### config.mk
export PLATFORM = sky130hd
export DESIGN_NAME = vr_div_cell
export DESIGN_NICKNAME = d
export VERILOG_FILES = /design/src/design/vr_pkg.sv /design/src/design/vr_div_cell.sv
export SDC_FILE = /design/constraint.sdc
export NUM_CORES = 1
export LEC_CHECK = 0
export ABC_AREA = 1
export CAP_MARGIN = 10
export CORE_AREA = 5 5 298 300
export CTS_CLUSTER_DIAMETER = 40
export DETAILED_ROUTE_END_ITERATION = 16
export DIE_AREA = 0 0 303 305
export DONT_BUFFER_PORTS = 1
export GPL_TIMING_DRIVEN = 0
export PLACE_DENSITY_LB_ADDON = 0.05
export SYNTH_ARGS = -nofsm -noshare
export SYNTH_HDL_FRONTEND = slang
export SYNTH_SLANG_ARGS = --single-unit
### constraint.sdc
create_clock -name clk -period 2.4 [get_ports clk]
set_input_delay 0.48 -clock clk [delete_from_list [all_inputs] [get_ports clk]]
set_output_delay 0.48 -clock clk [all_outputs]
set_load 0.02 [all_outputs]
### src/design/vr_pkg.sv
// shared types and fixed widths for the vector reflection pipeline
package vr_pkg;

  localparam int W     = 32;  // component width
  localparam int SUMW  = 64;  // sum of squares width
  localparam int ROOTW = 32;  // normal length width
  localparam int REMW  = 34;  // partial remainder width in sqrt and divide cells
  localparam int DW    = 35;  // truncated dot product width
  localparam int NSQ   = SUMW / 2;  // sqrt cells, one root bit each

  // item data that travels alongside the arithmetic
  typedef struct packed {
    logic [2:0][W-1:0] a;     // incident vector
    logic [2:0]        nsg;   // sign of each normal component
    logic [2:0][W-1:0] nmag;  // magnitude of each normal component
    logic              zero;  // normal is all zero
  } side_t;

  // one result beat
  typedef struct packed {
    logic [2:0][W-1:0] v;
    logic              zero;
    logic              sat;
  } res_t;

endpackage

### src/design/vr_div_cell.sv
// one restoring divide step for all three normal components, one quotient bit per cell
module vr_div_cell
  import vr_pkg::*;
#(
  parameter int QB = 17
) (
  input  logic                  clk,
  input  logic                  rst,
  input  logic                  en,
  input  logic                  i_valid,
  input  side_t                 i_side,
  input  logic [ROOTW-1:0]      i_len,
  input  logic [2:0][REMW-1:0]  i_rem,
  input  logic [2:0]            i_low,
  input  logic [2:0][QB-1:0]    i_q,
  output logic                  o_valid,
  output side_t                 o_side,
  output logic [ROOTW-1:0]      o_len,
  output logic [2:0][REMW-1:0]  o_rem,
  output logic [2:0]            o_low,
  output logic [2:0][QB-1:0]    o_q
);

  logic [2:0][REMW:0]   rem_sh;
  logic [2:0][REMW:0]   rem_sub;
  logic [2:0]           ge;
  logic [2:0][REMW-1:0] rem_n;
  logic [2:0][QB-1:0]   q_n;

  // shift in the next dividend bit and subtract the length where it fits
  always_comb begin
    for (int k = 0; k < 3; k++) begin
      rem_sh[k]  = {i_rem[k], i_low[k]};
      ge[k]      = (rem_sh[k] >= {{(REMW+1-ROOTW){1'b0}}, i_len});
      rem_sub[k] = rem_sh[k] - {{(REMW+1-ROOTW){1'b0}}, i_len};
      rem_n[k]   = ge[k] ? rem_sub[k][REMW-1:0] : rem_sh[k][REMW-1:0];
      q_n[k]     = {i_q[k][QB-2:0], ge[k]};
    end
  end

  always_ff @(posedge clk) begin
    if (rst) begin
      o_valid <= 1'b0;
    end else if (en) begin
      o_valid <= i_valid;
    end
  end

  always_ff @(posedge clk) begin
    if (en) begin
      o_side <= i_side;
      o_len  <= i_len;
      o_rem  <= rem_n;
      o_low  <= 3'b000;
      o_q    <= q_n;
    end
  end

endmodule

# Word-level counts from Yosys, hierarchy flattened
# Cells that the tools add are included.
# word_totals
regBits	382
input_bits	388
out_inout_bits	385
wordCells	25
# op_classes
addsub	3
magnitude_cmp	3
mux	3
# op_table
op	count
greater-or-equal comparator 35 x 32 -> 1 bit	3
two-way mux 34 bit	3
subtractor 34 x 32 -> 34 bit	3

# Longest topological paths before layout
# Gate-level depths: netlist (run 1).
# logic_depth
word_depth	2
ltp_mapped	16
ltp_nobuf	16

# Least setup slack after synthesis (run 1)
# OpenSTA, ideal clock, no wires.
# synth_timing
kind	input port to flip-flop
startpoint	input i_len[14]
endpoint	register o_rem[101] (netlist bit), data pin
setup_time_ns	0.255
arrival_ns	1.906
required_time_ns	2.145
setup_slack_ns	0.240
stages	13
path_buffers	1
cell_sequence	inv_1 > ha_1 > nand2_2 > inv_1 > nand2_1 > nand2_1 > a21oi_2 > nand2_1 > nand2_1 > nand3_2 > nor2_4 > buf_6 > a21oi_2
# synth_lines
element	line	rtl
start: declaration	vr_div_cell.sv:12	input logic [ROOTW-1:0] i_len,
end signal: assignment	vr_div_cell.sv:53	o_rem <= rem_n;
end: declaration	vr_div_cell.sv:19	output logic [2:0][REMW-1:0] o_rem,

==> Flow_metrics.wiki, run 1 <==
{| class="wikitable"
! Metric !! Value
|-
| Sw Ratio || 0.307
|-
| TritonCTS clock tree || yes
|-
| Post-synth top flop || edfxtp_1
|-
| Worst Clk Skew || 0 ps
|-
| Max capacitance violation total || 0
|-
| Number of instances in the synthesized netlist || 2,365
|-
| Die H || approximately 300 µm
|-
| Synthesized area per cell || between 8 and 9 µm²
|-
| Number of nets in the final layout || around 3,200
|-
| Proportion of synthesized area in mux cells || 0.000477
|-
| H-tree depth reported by CTS || 3
|-
| Total power || between 20,000 and 25,000 µW
|-
| Vias after detailed routing || 17,000
|-
| Flop and latch count out of synthesis || between 300 and 400
|-
| Pin count of the biggest net entering global routing || between 300 and 400
|-
| Final setup violation count || 0
|-
| Post-route core utilization || 0.324
|-
| Final count of pins violating max slew || 212
|-
| Mapped Area || about 21,000 µm²
|-
| Largest buffer count on any clock path || 3
|-
| Hold WC Path Type || in -> reg
|-
| Commonest cells in the netlist || nand2_1 (954), edfxtp_1 (381), inv_1 (372)
|-
| GRT overflow || 0
|-
| Slowest stage cell on the critical path || ha_2
|-
| Average detailed-routed wire length per instance || about 25 µm
|-
| Synthesized-area fraction occupied by adder cells || 0.0602
|-
| Final standard cell area without fillers || 27,800 µm²
|-
| # clock sinks || roughly 380
|-
| Core area || 85,900 µm²
|-
| Via count of the first global-routing pass || roughly 18,000
|-
| Post-DP HPWL || about 77,000 µm
|-
| Share of the synthesized netlist area taken by xor and xnor gates || 0.0217
|-
| Critical path endpoint category || register
|-
| Comb power frac || 0.132
|-
| Power per standard cell area || approximately 820 nW/µm²
|-
| Fraction of the mapped netlist area in simple logic gates || 0.265
|-
| Overall global routing resource usage || 0.201
|-
| Share of power burned in the clock network || 0.449
|-
| Source-to-sink clock delay at the later pin of the worst-skew pair || about 590 ps
|-
| Library cells used by synthesis || 38
|-
| Synth Area in Compound Gates || 0.0276
|-
| Fin crit share || 0.992
|-
| Worst Slack Setup Final || 20.2 ps
|-
| Arrival time at the worst endpoint || 2670 ps
|-
| Largest stage delay, worst path || about 480 ps
|-
| Transition time at the pin with the least slew margin || roughly 2300 ps
|-
| Violated checks || slew limit
|-
| Via/cell ratio || approximately 4.3
|-
| VDD IR max || between 0.0005 and 0.0006 V
|-
| Pre-CTS worst setup slack || -825 ps
|-
| Setup repair after global routing missed its margin || yes
|-
| Die boundary width || between 300 and 400 µm
|-
| Cell chosen for the clock root || clkbuf_16
|-
| Data required time at the worst endpoint || between 2000 and 3000 ps
|-
| Leakage power of the design || ~0.012 µW
|-
| Series of cell instances along the critical path || clkinvlp_4 -> ha_2 -> nand2_1 -> nor2_1 -> nand2_1 -> nor2_2 -> nand2_1 -> nor3_2 -> nor2_4 -> buf_6 -> nand2_1 -> nand2_1
|-
| Area share of the largest cell type after synthesis || 0.546
|-
| Count of synthesis-stage warnings from yosys || 0
|-
| Port Buf Inserts || 0
|-
| Async SR Flop Fraction || 0
|-
| Number of detailed-routing iterations run before antenna repair || 6
|-
| Flop2flop setup slack || 1680 ps
|-
| Effective utilization at floorplan || 0.244
|-
| Area delta synth->final || 32.8%
|-
| Initial drt markers || around 1,100
|-
| CP Launch Type || primary input
|-
| Area occupied by registers || approximately 11,000 µm²
|-
| Count of filler cells inserted in the layout || between 9,000 and 10,000
|-
| Most prevalent standard cell on the critical path || nand2_1
|-
| Peak clock frequency supported by timing || approximately 0.42 GHz
|-
| Total cell area at the placement stage || between 20,000 and 25,000 µm²
|-
| Internal Power || between 15,000 and 20,000 µW
|-
| Top-level I/O count || 773
|-
| Sequential share of power || 0.419
|-
| Final RePlAce weighted congestion || about 0.9
|-
| Sequential-to-total area share from yosys stat || 0.547
|-
| Footprint of the multi-input gates || around 8000 µm²
|-
| Maximum fanout along the worst path || 10
|-
| Biggest area contributors in the synthesized netlist || edfxtp_1 (55%), nand2_1 (17%), inv_1 (6.7%)
|-
| Post-layout min period || around 2400 ps
|-
| Count of flip-flops with a built-in enable after synthesis || 381
|-
| Initial antenna violation count || 19
|-
| Share of final-layout standard cells stronger than drive strength 1 || 0.0893
|-
| Clock buffers created by TritonCTS || 70
|-
| Area of the die || roughly 92,000 µm²
|-
| Routed Antenna Nets || 0
|-
| Hold violation total from the final report || 0
|-
| Worst slew slack as a fraction of its limit || -0.549
|-
| Library cell with the highest instance count after synthesis || nand2_1
|-
| Status || finished with violations
|-
| Wire length of the first global-routing pass || roughly 130,000 µm
|-
| Classification of the worst setup path || in -> reg
|-
| Total detailed-routing wirelength || approximately 97,000 µm
|-
| Switching power of the nets || about 7000 µW
|-
| Standard-cell row count || 108
|-
| Combinational family with the most area after synthesis || simple AND/OR/NAND/NOR gates
|-
| Library cell with the largest summed area after synthesis || edfxtp_1
|-
| Clock transition at path regs || roughly 50 ps
|-
| DRC || 0
|}
[stage by stage]
step,hold WS [ps],std cells,TNS (ps)
after floorplan,552,2367,0
after global placement,558,3522,-58720
after detailed placement,559,3522,-59750
after CTS,1.89,3929,0
after global routing,13.1,3933,-87.7
final,54.2,3937,0
[power by group through the flow]
stage	registers (µW)	logic [µW]	clock network [µW]
3_3_place_gp	9730	2590	0
5_1_grt	9610	3390	10900
3_5_place_dp	9710	2560	0
6_report	9570	3010	10200
2_1_floorplan	9330	1800	0
4_1_cts	9590	3020	10600
[registers in the layout, summed over array words and instances (netlist names)]
signal / cells
o_side: 196
o_rem: 102
o_q: 51
o_len: 32
o_valid: 1
[layer usage]
metal  GRT usage  vias up  part of all wire  routed length, µm
met4      0.0725        6             0.035               3430
li1            -     8289                 -                  -
met2       0.343      624              0.48              46900
met5           0        -           0.00042                 41
met3      0.0845      126             0.097               9380
met1       0.224     7995              0.38              37300
[repair_timing]
action / 4_1_cts / 5_1_grt
setup buffers: 0 / 1
hold buffers: 278 / 1
endpoints found under the setup margin: 8 / 28
pin swaps: 0 / 0
hold endpoints to repair: 295 / 1
gates resized for setup: 8 / 23
[cell families after synthesis]
| kind of cell | after synthesis |
|---|---|
| compound gates | 99 |
| simple gates | 1336 |
| other cells | 1 |
| fa+ha+maj | 99 |
| buf+inv | 395 |
| mux | 1 |
| xor+xnor | 52 |
| flops | 382 |
[path summary, 6_finish.rpt]
path         startpoint        end  depth (start not counted)
max           i_len[26]  o_rem[50]                         12
min           i_rem[84]  o_rem[85]                          2
max reg2reg     o_valid    o_valid                          2
min reg2reg     o_valid    o_valid                          2
[critical path: cells and delay by family]
family	cells	cell delay [ps]
and+or+nand+nor	9	1270
adders and majority gates	1	480
buffers and inverters	2	410
[final cells by class]
cell class                 instances  share of cell area
tap                             1155              0.0519
multi-input combinational       1590               0.286
inverter                         374              0.0515
clock buffer                      73              0.0641
buffer                            21             0.00849
sequential                       382               0.412
antenna                            6            0.000539
timing repair buffer             280               0.101
clock inverter                    56              0.0247
[cell usage in the layout (no fill, tap or decap), types with 3 or more instances in the layout]
cell type and count:
nand2_1 954, edfxtp_1 381, inv_1 364, dlygate4sd3_1 279, nor2_1 162, nand3_1 99
ha_1 83, clkbuf_16 71, a21oi_1 60, xor2_1 47, nand2_2 32, nor3_1 21
clkinvlp_4 20, nor2_2 19, o21bai_1 17, buf_6 15, nand4_1 13, nand3b_1 12
o21ai_0 10, inv_6 9, a21oi_2 8, ha_2 8, bufinv_16 8, clkinv_4 8
clkinv_1 7, diode_2 6, nand3_2 6, nor2_4 5, xnor2_1 5, ha_4 5
clkinv_8 5, inv_8 4, nor3_2 3, o21ai_1 3, buf_8 3, buf_4 3
conb_1 3
(Power assumes the default switching activity.)
==> run 2: changes to the inputs <==
- REMOVE_ABC_BUFFERS: not set -> 1
==> run 2 against run 1 <==
  * The run still ends with slew limit left
  * Global-route usage up 0.40 points
  * Wire length up 3.0%
  * Sequential power about the same
==> Flow_metrics.wiki, run 2 (same netlist as run 1, synthesis figures left out) <==
{| class="wikitable"
! Metric !! Value
|-
| Maximum fanout along the worst path || 15 (+5)
|-
| Power per standard cell area || 826 nW/µm² (+0.70%)
|-
| Total detailed-routing wirelength || 99,900 µm (+3.0%)
|-
| Flip-flop count of the largest register after layout || 196 (unchanged)
|-
| Number of cells in the design after placement || 3,501 (-0.60%)
|-
| Leakage power of the design || 0.0126 µW (+1.6%)
|-
| Total cell area at the placement stage || 22,200 µm² (-1.1%)
|-
| Cell chosen for the clock root || clkbuf_16
|-
| Post-DP HPWL || 77,100 µm (-0.33%)
|-
| Largest buffer count on any clock path || 3 (unchanged)
|-
| Initial drt markers || 970 (-9.2%)
|-
| Critical path endpoint category || register
|-
| Area occupied by registers || 11,500 µm² (unchanged)
|-
| Effective utilization at floorplan || 0.244 (unchanged)
|-
| Clock transition at path regs || 50 ps (about the same)
|-
| Fin crit share || 0.958 (-0.0334)
|-
| Worst Clk Skew || 0 ps (unchanged)
|-
| Average detailed-routed wire length per instance || 25.2 µm (+2.4%)
|-
| Series of cell instances along the critical path || clkinvlp_4 -> ha_4 -> nand2_1 -> nor2_1 -> nand3_1 -> nor2_1 -> nand3_1 -> nand3_1 -> nor2_4 -> buf_12 -> nand2_1 -> nand2_1
|-
| Max capacitance violation total || 0 (unchanged)
|-
| Number of detailed-routing iterations run before antenna repair || 6 (unchanged)
|-
| Hold WC Path Type || in -> reg
|-
| Via/cell ratio || 4.35 (+0.54%)
|-
| Wire length of the first global-routing pass || 134,000 µm (+2.0%)
|-
| Footprint of the multi-input gates || 8180 µm² (+2.7%)
|-
| Flop2flop setup slack || 1050 ps (-630 ps)
|-
| Largest registers || o_side (196), o_rem (102), o_q (51)
|-
| Arrival time at the worst endpoint || 2650 ps (-20 ps)
|-
| Total power || 23,500 µW (+2.8%)
|-
| Top-level I/O count || 773 (unchanged)
|-
| Final RePlAce weighted congestion || 0.899 (+2.7%)
|-
| Count of filler cells inserted in the layout || 9,007 (+0.044%)
|-
| Highest-count cells in the layout ignoring fill and taps || nand2_1 (954), edfxtp_1 (381), inv_1 (359)
|-
| Area of the die || 92,400 µm² (unchanged)
|-
| Classification of the worst setup path || in -> reg
|-
| GRT overflow || 0 (unchanged)
|-
| Status || finished with violations
|-
| Data required time at the worst endpoint || 2750 ps (+60 ps)
|-
| Core area || 85,900 µm² (unchanged)
|-
| Slowest stage cell on the critical path || ha_4
|-
| Final standard cell area without fillers || 28,400 µm² (+2.1%)
|-
| Setup Total Neg Slack || 0 ps (unchanged)
|-
| Vias after detailed routing || 17,200 (+1.2%)
|-
| Commonest non-fill, non-tap cell in the layout || nand2_1
|-
| Final setup violation count || 0 (unchanged)
|-
| Routed Antenna Nets || 0 (unchanged)
|-
| Number of nets in the final layout || 3,227 (+0.66%)
|-
| Area delta synth->final || 35.6%
|-
| H-tree depth reported by CTS || 3 (unchanged)
|-
| Peak clock frequency supported by timing || 0.435 GHz (+3.5%)
|-
| Largest stage delay, worst path || 430 ps (-50 ps)
|-
| Port Buf Inserts || 0 (unchanged)
|-
| Standard-cell row count || 108 (unchanged)
|-
| VDD IR max || 0.000561 V (-4.2%)
|-
| Post-layout min period || 2300 ps (-80.1 ps)
|-
| Violated checks || slew limit
|-
| DRC || 0 (unchanged)
|-
| Top reg by flops || o_side
|-
| Clock buffers created by TritonCTS || 74 (+5.7%)
|-
| Count of non-filler cells in the finished layout || 3,962 (+0.64%)
|-
| Pin count of the biggest net entering global routing || 348 (-4.9%)
|-
| Initial antenna violation count || 16 (-3)
|-
| Share of final-layout standard cells stronger than drive strength 1 || 0.0985 (+0.00916)
|-
| Final count of pins violating max slew || 198 (-6.6%)
|-
| Setup repair after global routing missed its margin || no
|-
| CP Launch Type || primary input
|-
| Via count of the first global-routing pass || 17,500 (-0.14%)
|-
| Die boundary width || 303 µm (unchanged)
|-
| Die H || 305 µm (unchanged)
|-
| Hold violation total from the final report || 0 (unchanged)
|-
| TritonCTS clock tree || yes
|-
| # clock sinks || 382 (unchanged)
|-
| Source-to-sink clock delay at the later pin of the worst-skew pair || 610 ps (+20 ps)
|-
| Worst slew slack as a fraction of its limit || -0.381 (+0.168)
|-
| Overall global routing resource usage || 0.205 (+0.00405)
|-
| Transition time at the pin with the least slew margin || 2070 ps (-252 ps)
|-
| Post-route core utilization || 0.331 (+0.00687)
|}
## run 2: final cells by class
class                   instances  area share
flip-flops and latches        382       0.403
multi-input cells            1596       0.288
repair buffers                312       0.115
clock buffers                  82      0.0662
inverters                     374      0.0511
well taps                    1155      0.0508
clock inverters                56      0.0261
diodes                          5    0.000440
## run 2: final timing paths
path               end      start  depth (start not counted)
min reg2reg    o_valid    o_valid                          3
max          o_rem[24]  i_len[30]                         12
min           o_rem[0]   i_low[0]                          2
max reg2reg    o_valid    o_valid                          3
## run 2: worst max-delay path, delay by kind of cell
kind / cells / cell delay (ps)
buf+inv: 2 / 470
fa+ha+maj: 1 / 430
simple gates: 9 / 1240
## run 2: layer usage
layer | wire length [µm] | vias to the layer above | GRT usage | share of wire
met1 | 41000 | 8173 | 0.247 | 0.41
met2 | 49300 | 606 | 0.358 | 0.49
met3 | 7270 | 109 | 0.0602 | 0.073
met5 | 104 | - | 0 | 0.0010
li1 | - | 8338 | - | -
met4 | 2330 | 14 | 0.0534 | 0.023
## run 2: where the power goes
group / switching, µW / internal [µW]
clock: 3900 / 6890
combinational: 1900 / 1190
sequential: 1350 / 8240
total: 7150 / 16300
## run 2: through the flow
step           setup WS [ps]  hold slack (ps)
3_3_place_gp           -1210              557
2_1_floorplan           58.8              552
3_5_place_dp           -1170              558
5_1_grt                0.962             19.0
6_report                 100             45.6
4_1_cts                -11.8           0.0758
## run 2: what timing repair did
| action | in CTS | in global routing |
|---|---|---|
| pin swaps | 7 | 7 |
| endpoints found under the hold margin | 316 | 0 |
| gates cloned | 4 | 2 |
| hold buffers | 282 | 0 |
| buffers inserted | 15 | 15 |
| gates resized for setup | 32 | 17 |
| setup endpoints to repair | 103 | 100 |
