**src/design/vr_pkg.sv**
```systemverilog
// shared types and fixed widths for the vector reflection pipeline
package vr_pkg;

  localparam int W     = 32;  // component width
  localparam int SUMW  = 64;  // sum of squares width
  localparam int ROOTW = 32;  // normal length width
  localparam int REMW  = 34;  // partial remainder width in sqrt and divide cells
  localparam int DW    = 35;  // truncated dot product width
  localparam int NSQ   = SUMW / 2;  // sqrt cells, one root bit each

  // item data that travels alongside the arithmetic
  typedef struct packed {
    logic [2:0][W-1:0] a;     // incident vector
    logic [2:0]        nsg;   // sign of each normal component
    logic [2:0][W-1:0] nmag;  // magnitude of each normal component
    logic              zero;  // normal is all zero
  } side_t;

  // one result beat
  typedef struct packed {
    logic [2:0][W-1:0] v;
    logic              zero;
    logic              sat;
  } res_t;

endpackage

```
**src/design/vr_sqrt_cell.sv**
```systemverilog
// one step of the digit-by-digit floor square root, one root bit per cell
module vr_sqrt_cell
  import vr_pkg::*;
(
  input  logic              clk,
  input  logic              rst,
  input  logic              en,
  input  logic              i_valid,
  input  side_t             i_side,
  input  logic [SUMW-1:0]   i_rad,
  input  logic [REMW-1:0]   i_rem,
  input  logic [ROOTW-1:0]  i_root,
  output logic              o_valid,
  output side_t             o_side,
  output logic [SUMW-1:0]   o_rad,
  output logic [REMW-1:0]   o_rem,
  output logic [ROOTW-1:0]  o_root
);

  logic [REMW+1:0] rem_sh;
  logic [REMW+1:0] trial;
  logic            ge;
  logic [REMW+1:0] rem_sub;

  // bring down two radicand bits and try the next root bit
  always_comb begin
    rem_sh  = {i_rem, i_rad[SUMW-1 -: 2]};
    trial   = {2'b00, i_root, 2'b01};
    ge      = (rem_sh >= trial);
    rem_sub = rem_sh - trial;
  end

  always_ff @(posedge clk) begin
    if (rst) begin
      o_valid <= 1'b0;
    end else if (en) begin
      o_valid <= i_valid;
    end
  end

  always_ff @(posedge clk) begin
    if (en) begin
      o_side <= i_side;
      o_rad  <= {i_rad[SUMW-3:0], 2'b00};
      o_rem  <= ge ? rem_sub[REMW-1:0] : rem_sh[REMW-1:0];
      o_root <= {i_root[ROOTW-2:0], ge};
    end
  end

endmodule

```
**config.mk**
```make
export PLATFORM = sky130hd
export DESIGN_NAME = vr_sqrt_cell
export DESIGN_NICKNAME = d
export VERILOG_FILES = /design/src/design/vr_pkg.sv /design/src/design/vr_sqrt_cell.sv
export SDC_FILE = /design/constraint.sdc
export NUM_CORES = 1
export LEC_CHECK = 0
export BUFFER_PORTS_ARGS = -buffer_cell sky130_fd_sc_hd__clkbuf_2
export CORE_AREA = 2 2 259 261
export DETAILED_ROUTE_END_ITERATION = 8
export DIE_AREA = 0 0 261 263
export HOLD_SLACK_MARGIN = 0.02
export PLACE_DENSITY_LB_ADDON = 0.15
export RECOVER_POWER = 50
export SLEW_MARGIN = 0
export SYNTH_ARGS = -nofsm -noshare
export SYNTH_HDL_FRONTEND = slang
export SYNTH_SLANG_ARGS = --single-unit
```
**constraint.sdc**
```tcl
create_clock -name clk -period 3.2 [get_ports clk]
set_input_delay 0.16 -clock clk [delete_from_list [all_inputs] [get_ports clk]]
set_output_delay 0.16 -clock clk [all_outputs]
set_load 0.01 [all_outputs]
```
After elaboration in Yosys (flattened, before gate mapping)

Cells that the tools add are included.

Flip-flop bits (word level): 325
Latch bits: 0
Memory bits (writable): 0
ROM bits: 0
Input bits: 330
Output and inout port bits: 327
Memories: 0

Add/sub/neg operators: 1
Multipliers: 0
Divide/modulo/power cells: 0
$lt $le $gt $ge: 1
Equality and inequality tests: 0
Shift-type cells: 0
Muxes and demuxes: 1
Bitwise logic cells: 0
Reduce and logical (&&, ||, !) cells: 0

Operators by type and width:

| operator         | count |
|---|---|
| $ge A36 B34 Y1   | 1 |
| $mux W34         | 1 |
| $sub A34 B34 Y34 | 1 |

Longest topological paths before layout

Gate-level depths: netlist of run 1.

Depth in word-level cells: 2
Gate-level depth with buffers: 13
Depth with buffers taken out: 10

Least setup slack after synthesis of run 1

OpenSTA, ideal clock, no wires.

Kind: in2reg
Start point: in i_root[27]
End point: reg o_rem[3], data pin
Arrival: 2,264 ps
Setup slack: 674 ps
Stages: 10
Buffers on the path: 1
Cell sequence: inv_1 -> ha_1 -> a21o_1 -> a21o_1 -> a21o_1 -> a311o_1 -> a211oi_1 -> o21a_1 -> buf_4 -> mux2_1

Longest elaborated chain between the ends: 2

RTL lines:

| item                 | RTL line           | text |
|---|---|---|
| start, declared      | vr_sqrt_cell.sv:12 | `input logic [ROOTW-1:0] i_root,` |
| $ge A36 B34 Y1       | vr_sqrt_cell.sv:29 | `ge = (rem_sh >= trial);` |
| $mux W34             | vr_sqrt_cell.sv:45 | `o_rem <= ge ? rem_sub[REMW-1:0] : rem_sh[REMW-1:0];` |
| end signal, assigned | vr_sqrt_cell.sv:45 |  |
| end, declared        | vr_sqrt_cell.sv:16 | `output logic [REMW-1:0] o_rem,` |

Every way passes these cells.
A chain may end at the register's enable or synchronous reset.

Final worst setup path of run 1

Start point: in i_root[17]
End point: reg o_rem[27], data pin

Longest elaborated chain between the ends: 2
Elaborated cells between the ends (all ways): 3
Classes of those cells: 1 x add/sub; 1 x order compare; 1 x mux

RTL lines:

| item                                                      | RTL line |
|---|---|
| $sub A34 B34 Y34 / $ge A36 B34 Y1 (equally long branches) | vr_sqrt_cell.sv:30, vr_sqrt_cell.sv:29 |
| $mux W34 (*)                                              | vr_sqrt_cell.sv:45 |

Mark *: on every way between the ends. The rest lies on a longest branch, timed or not.

==> report_table.html, run 1 <==
<table>
<tr><th>Metric</th><th>Value</th></tr>
<tr><th colspan="2">STA</th></tr>
<tr><td>Minimum setup slack in the final design</td><td>0.2416 ns</td></tr>
<tr><td>Max transition margin</td><td>-19.85%</td></tr>
<tr><td>Pins Over Slew Limit</td><td>128</td></tr>
<tr><td>Final critical path time including I/O delays and setup</td><td>2.958 ns</td></tr>
<tr><td>Maximum frequency from static timing analysis</td><td>338.0 MHz</td></tr>
<tr><td>Final hold violation count</td><td>0</td></tr>
<tr><td>Clock Skews</td><td>0 ns</td></tr>
<tr><td>Final number of setup-violating endpoints</td><td>0</td></tr>
<tr><td>RSZ-0062 raised after global routing</td><td>no</td></tr>
<tr><td>Worst Hold Slack</td><td>0.04762 ns</td></tr>
<tr><td>Final worst-path cycle share</td><td>92.45%</td></tr>
<tr><td>Setup TNS after final layout</td><td>0 ns</td></tr>
<tr><td>Worst Tran Pin Value</td><td>1.798 ns</td></tr>
<tr><th colspan="2">Setup path</th></tr>
<tr><td>Critical path launch point</td><td>i_root[17]</td></tr>
<tr><td>Critical Path End</td><td>o_rem[27]</td></tr>
<tr><td>Worst reg-to-reg path cell count</td><td>3</td></tr>
<tr><td>Critical Path Start Type</td><td>primary input</td></tr>
<tr><td>Crit path kind</td><td>primary input to flip-flop</td></tr>
<tr><td>Worst reg2reg startpoint</td><td>o_valid</td></tr>
<tr><td>Endpoint type of the worst setup path</td><td>flip-flop</td></tr>
<tr><td>CP Max Fanout</td><td>6</td></tr>
<tr><td>Worst path required time</td><td>3.50 ns</td></tr>
<tr><td>Worst-case register-to-register setup slack</td><td>2.07 ns</td></tr>
<tr><td>Worst EP arrival</td><td>roughly 3.3 ns</td></tr>
<tr><td>Reg2reg end</td><td>o_valid</td></tr>
<tr><th colspan="2">Job</th></tr>
<tr><td>Max_cap viols</td><td>2</td></tr>
<tr><th colspan="2">Placed design</th></tr>
<tr><td>Weighted congestion at the end of routability-driven global placement</td><td>approximately 0.8</td></tr>
<tr><td>Quantity of I/O buffers inserted on ports</td><td>654</td></tr>
<tr><td>DPL Wire Length</td><td>40.29 mm</td></tr>
<tr><td>Pre-CTS setup slack</td><td>0.09940 ns</td></tr>
<tr><td>Placed cell area</td><td>16590 µm²</td></tr>
<tr><th colspan="2">GRT</th></tr>
<tr><td>Initial antenna violation count</td><td>11</td></tr>
<tr><td>Global-route layer with the greatest usage</td><td>met2</td></tr>
<tr><td>Overflow after GRT</td><td>0</td></tr>
<tr><td>Met1 track utilization from global routing</td><td>15.22%</td></tr>
<tr><td>GRT met2 Usage</td><td>26.99%</td></tr>
<tr><td>Number of global-route vias before repair</td><td>~11000</td></tr>
<tr><td>Wire length of the first global-routing pass</td><td>72.50 mm</td></tr>
<tr><td>Tot GR Track Use</td><td>between 10% and 20%</td></tr>
<tr><td>Maximum number of pins on one net before global-route repair</td><td>81</td></tr>
<tr><td>GR Layer Usage met3</td><td>4.092%</td></tr>
<tr><th colspan="2">Yosys</th></tr>
<tr><td>Avg Synthesized Cell Area</td><td>17.52 µm²</td></tr>
<tr><td>#FFs+latches synth</td><td>325</td></tr>
<tr><td>Sequential area share after synthesis</td><td>roughly four fifths</td></tr>
<tr><td>Number of distinct library cell variants in the gate-level netlist after synthesis</td><td>58</td></tr>
<tr><td>Dominant register cell in the synthesized netlist</td><td>sky130_fd_sc_hd__edfxtp_1</td></tr>
<tr><td>Count of flip-flops with a built-in enable after synthesis</td><td>324</td></tr>
<tr><td>Post-synthesis async set-or-reset flop share</td><td>0%</td></tr>
<tr><td>Area of the mapped netlist</td><td>12140 µm²</td></tr>
<tr><td>Instance count of the mapped netlist</td><td>693</td></tr>
<tr><td>Number of warnings issued by yosys</td><td>0</td></tr>
<tr><th colspan="2">Routing</th></tr>
<tr><td>Vias/cell</td><td>around 3.8</td></tr>
<tr><td>Routed Antenna Nets</td><td>0</td></tr>
<tr><td>Count of routing violations after the opening detailed-route iteration</td><td>between 500 and 600</td></tr>
<tr><td>1st-pass router iterations</td><td>5</td></tr>
<tr><td>Total number of vias</td><td>9949</td></tr>
<tr><td>Remaining routing DRC violations</td><td>0</td></tr>
<tr><td>Average wire per standard cell</td><td>between 15 and 20 µm</td></tr>
<tr><td>Final wirelength</td><td>between 50 and 60 mm</td></tr>
<tr><th colspan="2">Outcome</th></tr>
<tr><td>Violations in the final reports</td><td>max-capacitance violations, max-slew violations</td></tr>
<tr><td>Result of the run</td><td>complete, but fails checks</td></tr>
<tr><th colspan="2">Cells and area</th></tr>
<tr><td>Most common library cell in the layout ignoring fill and taps</td><td>sky130_fd_sc_hd__clkbuf_2</td></tr>
<tr><td>Nets</td><td>2080</td></tr>
<tr><td>Filler Cells Inserted</td><td>between 6000 and 7000</td></tr>
<tr><td>Design area</td><td>21140 µm²</td></tr>
<tr><td>Fraction of layout instances using a drive strength above 1</td><td>about 40%</td></tr>
<tr><td>Area of the multi-input gates</td><td>2172 µm²</td></tr>
<tr><td>FF+latch area</td><td>9749 µm²</td></tr>
<tr><td>Relative area change from synthesis to final layout</td><td>74.12%</td></tr>
<tr><td>Commonest cells after routing, fill and taps aside</td><td>sky130_fd_sc_hd__clkbuf_2, sky130_fd_sc_hd__dlygate4sd3_1, sky130_fd_sc_hd__edfxtp_1</td></tr>
<tr><th colspan="2">Die</th></tr>
<tr><td>Initial cell density of the core</td><td>18.50%</td></tr>
<tr><td>Boundary Pins</td><td>~660</td></tr>
<tr><td>Standard cell core area</td><td>65630 µm²</td></tr>
<tr><td>Vertical die dimension</td><td>263 µm</td></tr>
<tr><td>Die footprint</td><td>68640 µm²</td></tr>
<tr><td>Die outline width</td><td>~260 µm</td></tr>
<tr><td>Number of standard-cell rows in the floorplan</td><td>between 90 and 100</td></tr>
<tr><th colspan="2">Pwr</th></tr>
<tr><td>Comb pwr share</td><td>15.5%</td></tr>
<tr><td>Sequential group share of total power</td><td>roughly 44%</td></tr>
<tr><td>Worst vdd ir</td><td>between 0.0003 and 0.0004 V</td></tr>
<tr><td>Internal portion of total power</td><td>8.866 mW</td></tr>
<tr><td>Pwr per Cell Area</td><td>between 500 and 600 nW/µm²</td></tr>
<tr><td>LEAKAGE</td><td>9.074 nW</td></tr>
<tr><td>Portion of total power attributed to the clock network</td><td>about two fifths</td></tr>
<tr><td>Sw Pwr</td><td>2.984 mW</td></tr>
<tr><td>Share of total power consumed by net switching</td><td>roughly 25%</td></tr>
<tr><th colspan="2">Clock network</th></tr>
<tr><td>Clock Latency Late Sink</td><td>around 0.55 ns</td></tr>
<tr><td>TritonCTS Buffers</td><td>41</td></tr>
<tr><td>Clock transition time at the flip-flop clock pins of the worst setup and hold paths</td><td>roughly 0.050 ns</td></tr>
<tr><td>Clock tree from TritonCTS</td><td>built</td></tr>
<tr><td>Maximum clock path buffer count</td><td>3</td></tr>
<tr><td>CTS H-Tree Depth</td><td>2</td></tr>
<tr><td>Number of clock sinks</td><td>~330</td></tr>
<tr><td>Clock root buffer master</td><td>sky130_fd_sc_hd__clkbuf_16</td></tr>
<tr><th colspan="2">Hold path</th></tr>
<tr><td>Min-Delay Path Depth</td><td>3</td></tr>
<tr><td>Tightest Hold Check Type</td><td>primary input to flip-flop</td></tr>
</table>
## Yosys cell counts, types with 5 or more instances
cell                         n  area share (%)
sky130_fd_sc_hd__xor2_1     16             1.2
sky130_fd_sc_hd__nand2_1    48             1.5
sky130_fd_sc_hd__clkbuf_1    5            0.15
sky130_fd_sc_hd__o21ai_1    31             1.3
sky130_fd_sc_hd__ha_1       34             3.5
sky130_fd_sc_hd__a21o_1     21             1.3
sky130_fd_sc_hd__edfxtp_1  324              80
sky130_fd_sc_hd__a21oi_1    26             1.1
sky130_fd_sc_hd__nor2_1     15            0.46
sky130_fd_sc_hd__inv_1      41             1.3
sky130_fd_sc_hd__xnor2_1    12            0.87
sky130_fd_sc_hd__and2_1      6            0.31
sky130_fd_sc_hd__and3_1      9            0.46
sky130_fd_sc_hd__o21ai_0    12            0.49
sky130_fd_sc_hd__a31oi_1     5            0.26
sky130_fd_sc_hd__nand4_1     7            0.36
sky130_fd_sc_hd__nand2b_1    6            0.31
sky130_fd_sc_hd__nor3_1      8            0.33
sky130_fd_sc_hd__buf_2       6            0.25
## final cells by class
cell class,instances,share of cell area (%)
flip-flops and latches,325,46.13
repair buffers,993,31.15
multi-input cells,313,10.28
clock buffers,50,5.115
well taps,864,5.115
clock inverters,23,1.362
inverters,42,0.7459
diodes,9,0.1066
## kinds of logic after synthesis
group / synth area share, %
compound gates: 7.112
xor+xnor: 2.020
fa+ha+maj: 3.504
buf+inv: 1.886
flops: 80.31
mux: 0.6081
other cells: 0.03089
simple gates: 4.525
## critical path, cell delays in order
cell	delay, ns
sky130_fd_sc_hd__dlygate4sd3_1	0.56
sky130_fd_sc_hd__clkbuf_1	0.27
sky130_fd_sc_hd__inv_1	0.09
sky130_fd_sc_hd__ha_1	0.33
sky130_fd_sc_hd__and3_1	0.35
sky130_fd_sc_hd__o21ai_1	0.12
sky130_fd_sc_hd__a31oi_1	0.18
sky130_fd_sc_hd__nor2_1	0.07
sky130_fd_sc_hd__o2bb2ai_1	0.41
sky130_fd_sc_hd__mux2i_1	0.24
sky130_fd_sc_hd__o221ai_1	0.14
sky130_fd_sc_hd__mux2_1	0.32
## sequential cells by signal, summed over array words and instances, names as in the netlist
name and count:
o_root 32, o_rem 34, o_rad 62, o_side 196, o_valid 1
## repair_timing
action	4_1_cts	5_1_grt
setup buffers	0	0
hold endpoints to repair	323	0
endpoints found under the setup margin	0	12
hold buffers	324	0
gates resized for setup	0	1
## per-stage QoR
stage          total power [mW]  utilization (%)  instances
6_report                  11.85            32.21       2619
5_1_grt                   12.40            32.20       2617
4_1_cts                   12.12            32.30       2610
3_5_place_dp              6.867            25.27       2213
3_3_place_gp              6.870            25.27       2213
2_1_floorplan             5.913                -        694
## worst min path at each step
stage               startpoint  endpoint  slack (ns)
floorplan                  rst   o_valid        0.23
finish               i_rad[63]  o_rem[1]        0.05
global placement           rst   o_valid        0.32
global route         i_rad[63]  o_rem[1]        0.05
CTS                  i_rad[63]  o_rem[1]        0.02
detailed placement         rst   o_valid        0.32
## layer usage
metal,wire (µm),part of all wire [%]
met4,1946,3.8
met3,3788,7.3
met5,18,0.035
met1,18830,37
met2,27000,52
## power groups by stage
stage	sequential (mW)	clock (mW)	combinational (mW)
after floorplan	5.51	0	0.399
after global placement	5.32	0	1.55
after detailed placement	5.32	0	1.55
after CTS	5.24	4.98	1.91
after global routing	5.28	5.12	2.01
final	5.24	4.77	1.84
(Power assumes the default switching activity.)
==> inputs of run 2 (changes only) <==
BUFFER_PORTS_ARGS = -buffer_cell sky130_fd_sc_hd__buf_2   (was -buffer_cell sky130_fd_sc_hd__clkbuf_2)
CELL_PAD_IN_SITES_DETAIL_PLACEMENT = 0   (was not set)
CELL_PAD_IN_SITES_GLOBAL_PLACEMENT = 1   (was not set)
CORE_AREA = 2 2 254 256   (was 2 2 259 261)
DIE_AREA = 0 0 256 258   (was 0 0 261 263)
==> run 2 against run 1 <==
Effect of this change: the run still ends with max-capacitance violations, max-slew violations left; first-iteration DRC count is 19% lower; worst setup slack gained 0.039 ns; critical path type unchanged; design area hardly changed; non-clock buffer count grew 6.
==> report_table.html, run 2 (synthesized netlist as in run 1, its figures left out) <==
<table>
<tr><th>Metric</th><th>Value</th></tr>
<tr><th colspan="2">Hold path</th></tr>
<tr><td>Tightest Hold Check Type</td><td>primary input to flip-flop</td></tr>
<tr><td>Min-Delay Path Depth</td><td>4 (+1)</td></tr>
<tr><td>Worst hold endpoint</td><td>o_root[0]</td></tr>
<tr><td>Worst hold path startpoint</td><td>i_rem[32]</td></tr>
<tr><th colspan="2">Job</th></tr>
<tr><td>Max_cap viols</td><td>1 (-1)</td></tr>
<tr><th colspan="2">Clock network</th></tr>
<tr><td>Maximum clock path buffer count</td><td>3 (unchanged)</td></tr>
<tr><td>Clock transition time at the flip-flop clock pins of the worst setup and hold paths</td><td>0.06 ns (about the same)</td></tr>
<tr><td>Number of clock sinks</td><td>325 (unchanged)</td></tr>
<tr><td>Clock tree from TritonCTS</td><td>built</td></tr>
<tr><td>Clock Latency Late Sink</td><td>0.55 ns (about the same)</td></tr>
<tr><td>Post-cts resize count</td><td>0 (unchanged)</td></tr>
<tr><td>TritonCTS Buffers</td><td>42 (+2.4%)</td></tr>
<tr><td>Clock root buffer master</td><td>sky130_fd_sc_hd__clkbuf_16</td></tr>
<tr><td>CTS H-Tree Depth</td><td>2 (unchanged)</td></tr>
<tr><th colspan="2">GRT</th></tr>
<tr><td>Overflow after GRT</td><td>0 (unchanged)</td></tr>
<tr><td>Wire length of the first global-routing pass</td><td>75.44 mm (+4.1%)</td></tr>
<tr><td>Tot GR Track Use</td><td>15.65% (+1.2 points)</td></tr>
<tr><td>Maximum number of pins on one net before global-route repair</td><td>72 (-11%)</td></tr>
<tr><td>Initial antenna violation count</td><td>13 (+2)</td></tr>
<tr><td>Number of global-route vias before repair</td><td>10740 (+0.33%)</td></tr>
<tr><th colspan="2">Outcome</th></tr>
<tr><td>Violations in the final reports</td><td>max-capacitance violations, max-slew violations</td></tr>
<tr><td>Result of the run</td><td>complete, but fails checks</td></tr>
<tr><th colspan="2">Pwr</th></tr>
<tr><td>LEAKAGE</td><td>8.935 nW (-1.5%)</td></tr>
<tr><td>Worst vdd ir</td><td>0.0003240 V (-7.1%)</td></tr>
<tr><td>Pwr per Cell Area</td><td>558.2 nW/µm² (-0.43%)</td></tr>
<tr><th colspan="2">Routing</th></tr>
<tr><td>1st-pass router iterations</td><td>4 (-1)</td></tr>
<tr><td>Remaining routing DRC violations</td><td>0 (unchanged)</td></tr>
<tr><td>Final wirelength</td><td>53.53 mm (+3.8%)</td></tr>
<tr><td>Routed Antenna Nets</td><td>0 (unchanged)</td></tr>
<tr><td>Average wire per standard cell</td><td>20.46 µm (+3.9%)</td></tr>
<tr><td>Total number of vias</td><td>10070 (+1.2%)</td></tr>
<tr><td>Count of routing violations after the opening detailed-route iteration</td><td>455 (-19%)</td></tr>
<tr><td>Vias/cell</td><td>3.848 (+1.3%)</td></tr>
<tr><th colspan="2">STA</th></tr>
<tr><td>Max transition margin</td><td>-58.65% (-39 points)</td></tr>
<tr><td>Final critical path time including I/O delays and setup</td><td>2.919 ns (-0.03918 ns)</td></tr>
<tr><td>Setup TNS after final layout</td><td>0 ns (unchanged)</td></tr>
<tr><td>Worst Tran Pin Value</td><td>2.380 ns (+0.5820 ns)</td></tr>
<tr><td>Final hold violation count</td><td>0 (unchanged)</td></tr>
<tr><td>Worst Hold Slack</td><td>0.1648 ns (+0.1171 ns)</td></tr>
<tr><td>Maximum frequency from static timing analysis</td><td>342.6 MHz (+1.3%)</td></tr>
<tr><td>RSZ-0062 raised after global routing</td><td>no</td></tr>
<tr><td>Final number of setup-violating endpoints</td><td>0 (unchanged)</td></tr>
<tr><td>Clock Skews</td><td>0 ns (unchanged)</td></tr>
<tr><td>Pins Over Slew Limit</td><td>70 (-45%)</td></tr>
<tr><td>Final worst-path cycle share</td><td>91.23% (-1.2 points)</td></tr>
<tr><th colspan="2">Die</th></tr>
<tr><td>Die footprint</td><td>66050 µm² (-3.8%)</td></tr>
<tr><td>Initial cell density of the core</td><td>19.07% (+0.57 points)</td></tr>
<tr><td>Standard cell core area</td><td>63650 µm² (-3.0%)</td></tr>
<tr><td>Number of standard-cell rows in the floorplan</td><td>93 (-1.1%)</td></tr>
<tr><td>Boundary Pins</td><td>657 (unchanged)</td></tr>
<tr><td>Vertical die dimension</td><td>258 µm (-1.9%)</td></tr>
<tr><td>Die outline width</td><td>256 µm (-1.9%)</td></tr>
<tr><th colspan="2">Cells and area</th></tr>
<tr><td>Fraction of layout instances using a drive strength above 1</td><td>39.77% (-0.26 points)</td></tr>
<tr><td>Largest register by flop count</td><td>o_side</td></tr>
<tr><td>Commonest cells after routing, fill and taps aside</td><td>sky130_fd_sc_hd__buf_2, sky130_fd_sc_hd__dlygate4sd3_1, sky130_fd_sc_hd__edfxtp_1</td></tr>
<tr><td>Filler Cells Inserted</td><td>6496 (-3.2%)</td></tr>
<tr><td>Most common library cell in the layout ignoring fill and taps</td><td>sky130_fd_sc_hd__buf_2</td></tr>
<tr><td>Max FFs per register</td><td>196 (unchanged)</td></tr>
<tr><td>Nets</td><td>2087 (+0.34%)</td></tr>
<tr><td>Relative area change from synthesis to final layout</td><td>74.18% (about the same)</td></tr>
<tr><td>Largest registers</td><td>o_side x196, o_rad x62, o_rem x34</td></tr>
<tr><th colspan="2">Setup path</th></tr>
<tr><td>Worst-case register-to-register setup slack</td><td>2.08 ns (about the same)</td></tr>
<tr><td>Worst reg-to-reg path cell count</td><td>3 (unchanged)</td></tr>
<tr><td>Worst path required time</td><td>3.49 ns (about the same)</td></tr>
<tr><td>Reg2reg end</td><td>o_valid</td></tr>
<tr><td>CP Max Fanout</td><td>8 (+2)</td></tr>
<tr><td>Critical Path Start Type</td><td>primary input</td></tr>
<tr><td>Crit path kind</td><td>primary input to flip-flop</td></tr>
<tr><td>Worst EP arrival</td><td>3.21 ns (-0.05 ns)</td></tr>
<tr><td>Worst reg2reg startpoint</td><td>o_valid</td></tr>
<tr><td>Endpoint type of the worst setup path</td><td>flip-flop</td></tr>
<tr><th colspan="2">Placed design</th></tr>
<tr><td>Weighted congestion at the end of routability-driven global placement</td><td>0.8509 (+4.3%)</td></tr>
<tr><td>Quantity of I/O buffers inserted on ports</td><td>654 (unchanged)</td></tr>
<tr><td>DPL Wire Length</td><td>42.09 mm (+4.5%)</td></tr>
</table>
[run 2: changes by cell type in the layout (fill, tap and decap cells not counted), sizes merged]
cell | before | now
bufinv | 6 | 4
clkinvlp | 0 | 2
inv | 43 | 44
buf | 11 | 622
clkbuf | 708 | 101
clkinv | 16 | 19
diode | 9 | 7
dlygate4sd3 | 324 | 325
[run 2: worst max path at each step]
stage / start / cells after the start / to
final: i_root[7] / 11 / o_rem[32]
after global routing: i_root[12] / 12 / o_rem[33]
after CTS: i_rem[7] / 10 / o_rem[9]
after detailed placement: i_root[7] / 10 / o_rem[9]
after global placement: i_rem[7] / 9 / o_rem[27]
after floorplan: i_root[27] / 10 / o_rem[3]
[run 2: area by class of cell]
cell class,instances,area (µm²),area share [%]
well taps,855,1070,5.059
clock inverters,27,265.3,1.255
diodes,7,17.52,0.08285
multi-input cells,313,2166,10.24
repair buffers,999,6620,31.31
inverters,42,157.7,0.7456
clock buffers,49,1099,5.196
flip-flops and latches,325,9749,46.11
[run 2: critical path, cell delays in order]
cell and delay [ns]:
sky130_fd_sc_hd__dlygate4sd3_1 0.52, sky130_fd_sc_hd__clkbuf_1 0.12, sky130_fd_sc_hd__inv_1 0.05, sky130_fd_sc_hd__ha_1 0.37
sky130_fd_sc_hd__a21o_1 0.24, sky130_fd_sc_hd__o41ai_1 0.43, sky130_fd_sc_hd__o211ai_1 0.30, sky130_fd_sc_hd__a211oi_1 0.31
sky130_fd_sc_hd__o21a_2 0.29, sky130_fd_sc_hd__inv_2 0.09, sky130_fd_sc_hd__mux2_1 0.32
[run 2: repair_timing]
action | CTS | global route
hold endpoints to repair | 324 | 0
hold buffers | 325 | 0
setup buffers | 0 | 0
setup endpoints to repair | 0 | 0
[run 2: metrics by stage]
step | cells | util, % | instance area (µm²) | power [mW] | setup WS, ns
after detailed placement | 2209 | 26.16 | 16650 | 6.884 | 0.2097
after global routing | 2614 | 33.21 | 21140 | 12.33 | 0.07749
after floorplan | 694 | - | 12140 | 5.913 | 0.6740
after global placement | 2209 | 26.16 | 16650 | 6.882 | 0.2740
final | 2617 | 33.22 | 21140 | 11.80 | 0.2807
after CTS | 2610 | 33.41 | 21270 | 12.08 | 0.2420
[run 2: per-layer routing]
| metal | global-route usage [%] | vias up | wire length, µm |
|---|---|---|---|
| li1 | - | 4720 | - |
| met2 | 28.67 | 388 | 27810 |
| met1 | 16.72 | 4855 | 20090 |
| met5 | 0 | - | 91 |
| met4 | 6.465 | 14 | 2188 |
| met3 | 4.731 | 93 | 3354 |
[run 2: power by group]
part	internal [mW]	total (mW)	switching (mW)
clock	2.79	4.72	1.93
sequential	5.12	5.21	0.0897
combinational	0.855	1.87	1.01
total	8.77	11.8	3.03
